File: config.mk
export PLATFORM = sky130hd
export DESIGN_NAME = hrm_merge_flat
export DESIGN_NICKNAME = d
export VERILOG_FILES = /design/src/rtl/core/hrm_pkg.sv /design/src/rtl/core/hrm_if.sv /design/src/rtl/core/hrm_merge.sv /design/src/flat_wrapper.sv
export SDC_FILE = /design/constraint.sdc
export NUM_CORES = 1
export LEC_CHECK = 0
export ABC_AREA = 1
export ABC_CLOCK_PERIOD_IN_PS = 1100
export BUFFER_PORTS_ARGS = -buffer_cell sky130_fd_sc_hd__buf_2
export CORE_MARGIN = 10
export CORE_UTILIZATION = 44
export DETAILED_ROUTE_END_ITERATION = 7
export PLACE_DENSITY = 0.84
export SLEW_MARGIN = 5
export SYNTH_ARGS = -nofsm -noshare
export SYNTH_HDL_FRONTEND = slang
export SYNTH_SLANG_ARGS = --single-unit
File: constraint.sdc
create_clock -name clock -period 1.1 [get_ports clock]
set_input_delay 0.22 -clock clock [delete_from_list [all_inputs] [get_ports clock]]
set_output_delay 0.22 -clock clock [all_outputs]
set_load 0.01 [all_outputs]
File: src/rtl/core/hrm_pkg.sv
// Shared types, codes and constant tables for the HDR radiance merge core.
package hrm_pkg;

   // Transaction action codes
   typedef enum logic [1:0] {
      ACT_CURVE    = 2'd0,
      ACT_EXPOSURE = 2'd1,
      ACT_PIXEL    = 2'd2
   } action_type;

   // Top-level sequencer states
   typedef enum logic [1:0] {
      ST_IDLE,
      ST_ACC,
      ST_START,
      ST_FINISH
   } top_state_type;

   // Per-lane finish engine states
   typedef enum logic [2:0] {
      L_IDLE,
      L_DIV,
      L_MUL,
      L_RANGE,
      L_EXP,
      L_SCALE,
      L_DONE
   } lane_state_type;

   // Control from the sequencer to one lane
   typedef struct packed {
      logic wr_en;
      logic rd_en;
      logic acc_en;
      logic start;
   } lane_ctrl_type;

   // Status from one lane to the sequencer and merge stage
   typedef struct packed {
      logic done;
      logic zero;
      logic sat;
   } lane_status_type;

   localparam int NUM_LANES = 3;

   // Entries in each response curve, one per byte value
   localparam int CURVE_ENTRIES = 256;

   // log2(e) in Q16
   localparam logic signed [17:0] LOG2E_Q16 = 18'sd94548;

   typedef logic [31:0] factor_table_type [16];

   // Integer square root, evaluated at elaboration only
   function automatic logic [63:0] isqrt64(logic [63:0] v);
      logic [63:0] r;
      logic [63:0] bit_m;
      logic [63:0] rem;
      r     = '0;
      bit_m = 64'h1 << 62;
      rem   = v;
      for (int k = 0; k < 32; k++) begin
         if (bit_m > rem) bit_m = bit_m >> 2;
      end
      for (int k = 0; k < 32; k++) begin
         if (bit_m != 64'd0) begin
            if (rem >= r + bit_m) begin
               rem = rem - (r + bit_m);
               r   = (r >> 1) + bit_m;
            end else begin
               r = r >> 1;
            end
            bit_m = bit_m >> 2;
         end
      end
      return r;
   endfunction

   // Q30 factors 2^(2^-i), i = 1..16, by repeated square roots of 2^31
   function automatic factor_table_type build_factor_table();
      factor_table_type tbl;
      logic [63:0] c;
      c = 64'h1 << 31;
      for (int i = 0; i < 16; i++) begin
         c      = isqrt64(c << 30);
         tbl[i] = c[31:0];
      end
      return tbl;
   endfunction

   localparam factor_table_type EXP_FACTOR = build_factor_table();

   // Hat weight: rises to 127, then falls to 0 at 255
   function automatic logic [7:0] hat_weight(logic [7:0] z);
      return (z <= 8'd127) ? z : 8'(8'd255 - z);
   endfunction

endpackage

File: src/rtl/core/hrm_if.sv


interface hrm_rsp_if;
   logic        valid;
   logic        ready;
   logic [31:0] red_radiance;
   logic [31:0] green_radiance;
   logic [31:0] blue_radiance;
   logic [2:0]  zero_weight_mask;
   logic [2:0]  saturated_mask;

   modport source (output valid, red_radiance, green_radiance, blue_radiance,
                   zero_weight_mask, saturated_mask, input ready);
   modport sink (input valid, red_radiance, green_radiance, blue_radiance,
                 zero_weight_mask, saturated_mask, output ready);
endinterface

File: src/rtl/core/hrm_merge.sv
// Merge stage: collects the three lane results into the output register.
module hrm_merge
   import hrm_pkg::*;
(
   input  logic            clock,
   input  logic            reset,
   input  logic            load,
   input  logic [31:0]     lane_rad [NUM_LANES],
   input  lane_status_type lane_stat [NUM_LANES],
   output logic            free,
   hrm_rsp_if.source       rsp_if
);

   logic        valid_ff;
   logic [31:0] red_ff, green_ff, blue_ff;
   logic [2:0]  zero_ff, sat_ff;

   // Output valid
   always_ff @(posedge clock) begin
      if (reset)               valid_ff <= 1'b0;
      else if (load)           valid_ff <= 1'b1;
      else if (rsp_if.ready)   valid_ff <= 1'b0;
   end

   // Pack lane results and flag masks
   always_ff @(posedge clock) begin
      if (load) begin
         red_ff   <= lane_rad[0];
         green_ff <= lane_rad[1];
         blue_ff  <= lane_rad[2];
         zero_ff  <= {lane_stat[2].zero, lane_stat[1].zero, lane_stat[0].zero};
         sat_ff   <= {lane_stat[2].sat, lane_stat[1].sat, lane_stat[0].sat};
      end
   end

   assign free                    = !valid_ff || rsp_if.ready;
   assign rsp_if.valid            = valid_ff;
   assign rsp_if.red_radiance     = red_ff;
   assign rsp_if.green_radiance   = green_ff;
   assign rsp_if.blue_radiance    = blue_ff;
   assign rsp_if.zero_weight_mask = zero_ff;
   assign rsp_if.saturated_mask   = sat_ff;

endmodule

File: src/flat_wrapper.sv
// flat-port wrapper written by rule: the top's interface ports become plain ports
module hrm_merge_flat import hrm_pkg::*;
  (clock, reset, load, lane_rad, lane_stat, free, rsp_if_valid, rsp_if_red_radiance, rsp_if_green_radiance, rsp_if_blue_radiance, rsp_if_zero_weight_mask, rsp_if_saturated_mask, rsp_if_ready);
  hrm_rsp_if rsp_if_i ();
  input  logic clock;
  input  logic reset;
  input  logic load;
  input  logic [31:0] lane_rad[NUM_LANES];
  input  lane_status_type lane_stat[NUM_LANES];
  output logic free;
  output wire logic [$bits(rsp_if_i.valid)-1:0] rsp_if_valid;
  output wire logic [$bits(rsp_if_i.red_radiance)-1:0] rsp_if_red_radiance;
  output wire logic [$bits(rsp_if_i.green_radiance)-1:0] rsp_if_green_radiance;
  output wire logic [$bits(rsp_if_i.blue_radiance)-1:0] rsp_if_blue_radiance;
  output wire logic [$bits(rsp_if_i.zero_weight_mask)-1:0] rsp_if_zero_weight_mask;
  output wire logic [$bits(rsp_if_i.saturated_mask)-1:0] rsp_if_saturated_mask;
  input wire logic [$bits(rsp_if_i.ready)-1:0] rsp_if_ready;
  assign rsp_if_valid = rsp_if_i.valid;
  assign rsp_if_red_radiance = rsp_if_i.red_radiance;
  assign rsp_if_green_radiance = rsp_if_i.green_radiance;
  assign rsp_if_blue_radiance = rsp_if_i.blue_radiance;
  assign rsp_if_zero_weight_mask = rsp_if_i.zero_weight_mask;
  assign rsp_if_saturated_mask = rsp_if_i.saturated_mask;
  assign rsp_if_i.ready = rsp_if_ready;
  hrm_merge u_core (.clock(clock), .reset(reset), .load(load), .lane_rad(lane_rad), .lane_stat(lane_stat), .free(free), .rsp_if(rsp_if_i));
endmodule
==> metrics.md <==
| Metric | Value |
|---|---|
| Largest net degree at the start of global routing | 31 |
| Drt first pass iters | 4 |
| Synthesized flop and latch total | 103 |
| Drt total wl | 8920 µm |
| Crit Path Category | reg -> out |
| R2R Setup Slk | 440 ps |
| Max Clock Skew | 0 ps |
| VDD IR-drop max | 0.00104 V |
| IO Pins | 213 |
| Avg Synthesized Cell Area | 29.0 µm² |
| Area growth syn-to-layout | 47.4% |
| Finished layout cell area | 4580 µm² |
| Register Area | 3090 µm² |
| Port Buffers | 209 |
| Launch point of the critical path | u_core.rsp_if.valid$_SDFFE_PP0P_ |
| Dpl hpwl | 7170 µm |
| Met3 wire length | 1010 µm |
| Pre-CTS setup slack | 126 ps |
| Post-synth top area cell | edfxtp_1 |
| Leakage | 1.99 nW |
| Met2 WL | 4630 µm |
| Synth cell types | 5 |
| Clk root buf | clkbuf_8 |
| Period utilization | 1.03 |
| Row count | 30 |
| Top post-synthesis cells by area | edfxtp_1, dfxtp_1, a21oi_2 |
| Min Clock Period, post-route | 1130 ps |
| FMAX | 0.884 GHz |
| First-pass GRT wire length | 13100 µm |
| Starting Density | 0.455 |
| FF-to-FF path depth | 2 |
| Routability Congestion | 0.703 |
| DR vias/cell | 4.44 |
| Pwr Total | 7.56 mW |
| Tightest Pin Transition | 185 ps |
| DR vias | 1939 |
| Post-layout util | 0.670 |
| Synth warn | 0 |
| Fraction of layout cells with a size suffix above 1 | 0.688 |
| Die Wd | 104 µm |
| Clk sinks | 103 |
| Commonest non-fill, non-tap cells in the layout | buf_2, edfxtp_1, clkbuf_8, buf_4, buf_6 |
| Drt first-iter violations | 66 |
| Synthesized instance count | 107 |
| Final setup vio count | 21 |
| Top-area cell type share of the netlist area | 0.986 |
| # DRC | 0 |
| Status | finished with violations |
| Post-CTS setup buffer count | 0 |
| Worst Path Arrival | 910 ps |
| Fin. Hold Viols | 0 |
| Multi-input logic area | 20.0 µm² |
| Highest metal used | met5 |
| Slew margin rel. | 0.877 |
| Clock insertion delay at the later pin of the skew report | 350 ps |
| Total track usage | 0.160 |
| Worst flop-to-flop path endpoint | u_core.rsp_if.valid$_SDFFE_PP0P_ |
| Total CTS buffers | 9 |
| RSZ-0062 raised after global routing | yes |
| Setup_tns | -176 ps |
| WL per Instance | 20.4 µm |
| CTS tree | done |
| Commonest non-fill, non-tap cell in the layout | buf_2 |
| FF-to-FF Start | u_core.rsp_if.valid$_SDFFE_PP0P_ |
| Core footprint | 6830 µm² |
| Post-route ant nets | 0 |
| CP Max Fanout | 2 |
| Req. time, crit path | 880 ps |
| Die Ht | 104 µm |
| Critical Path Source Type | flip-flop |
| Seq/Total Area, Yosys | 0.993 |
| CP endpoint | free |
| Mapped Area | 3110 µm² |
| Clk slew on worst S/H paths | 90 ps |
| Synth Net Count | 216 |
| WL met1 | 3100 µm |
| DP Area | 4360 µm² |
| Vias in the first global route | 2265 |
| PwrDens | 1650 nW/µm² |
| Violated checks | negative setup slack |
| Die area | 10800 µm² |
| Max Buffers Root-to-Sink | 2 |
| H-Tree Depth | 3 |
| Crit path capture type | output port |
| Grt total ovfl | 0 |
| Max Cap Viol | 0 |
| Worst hold path class | in -> reg |
| Fillers | 490 |
| Setup ws final | -31.3 ps |
| Max-slew violation count | 0 |
| # nets final | 444 |
| Initial antenna violation count | 2 |
[sequential cells by signal (all words and copies together) (netlist names)]
name and count:
u_core.rsp_if.red_radiance 32, u_core.rsp_if.zero_weight_mask 3, u_core.rsp_if.valid 1, u_core.rsp_if.saturated_mask 3, u_core.rsp_if.green_radiance 32, u_core.rsp_if.blue_radiance 32
[where the power goes]
part	total, mW	switching (mW)	internal, mW
clock network	2.02	1.21	0.811
logic	0.819	0.446	0.373
registers	4.72	0.0751	4.65
[kinds of logic (layout without fill, tap and decap cells)]
kind of cell | Yosys count | after routing | synth area share
AOI/OAI and AO/OA | 1 | 1 | 0.00282
buffers and inverters | 2 | 235 | 0.00242
other | 0 | 1 | 0
and+or+nand+nor | 1 | 1 | 0.00202
DFF | 103 | 103 | 0.993
[cells in the mapped netlist (all sizes together)]
| cell | count |
|---|---|
| nand2 | 1 |
| edfxtp | 102 |
| dfxtp | 1 |
| inv | 2 |
| a21oi | 1 |
[repair_timing]
item / CTS / global route
hold buffers: 1 / 0
resized for setup: 2 / 8
hold endpoints to repair: 1 / 0
endpoints found under the setup margin: 73 / 104
pin swaps: 1 / 0
[routing by layer]
layer	vias up	GRT usage
li1	884	-
met1	915	0.150
met2	126	0.277
met3	12	0.0948
met4	2	0.0636
met5	-	0
[worst min-delay path by stage]
stage | from | to | slack, ps | cells past startpoint
final | lane_rad[81] | u_core.rsp_if.red_radiance[17]$_DFFE_PP_ | 40 | 1
after global routing | lane_rad[51] | u_core.rsp_if.green_radiance[19]$_DFFE_PP_ | 10 | 1
after CTS | lane_rad[78] | u_core.rsp_if.red_radiance[14]$_DFFE_PP_ | 20 | 1
after detailed placement | reset | u_core.rsp_if.valid$_SDFFE_PP0P_ | 390 | 2
after global placement | reset | u_core.rsp_if.valid$_SDFFE_PP0P_ | 380 | 2
after floorplan | reset | u_core.rsp_if.valid$_SDFFE_PP0P_ | 280 | 1
[layout make-up]
class / instances / share of cell area
antenna: 1 / 0.000547
clock buffer: 10 / 0.0279
clock inverter: 6 / 0.00820
inverter: 2 / 0.00164
multi-input combinational: 2 / 0.00437
sequential: 103 / 0.674
tap: 96 / 0.0262
timing repair buffer: 217 / 0.257
[per-stage QoR]
step	hold WS (ps)	instances
3_5_place_dp	392	419
3_3_place_gp	381	419
2_1_floorplan	282	107
5_1_grt	12.7	437
6_report	36.3	437
4_1_cts	18.7	436
[critical path: stages, from the launching register on]
cell and delay (ps):
dfxtp_4 380, nand2_4 60, buf_6 120
Note: power is estimated with default switching activity, not from simulation.
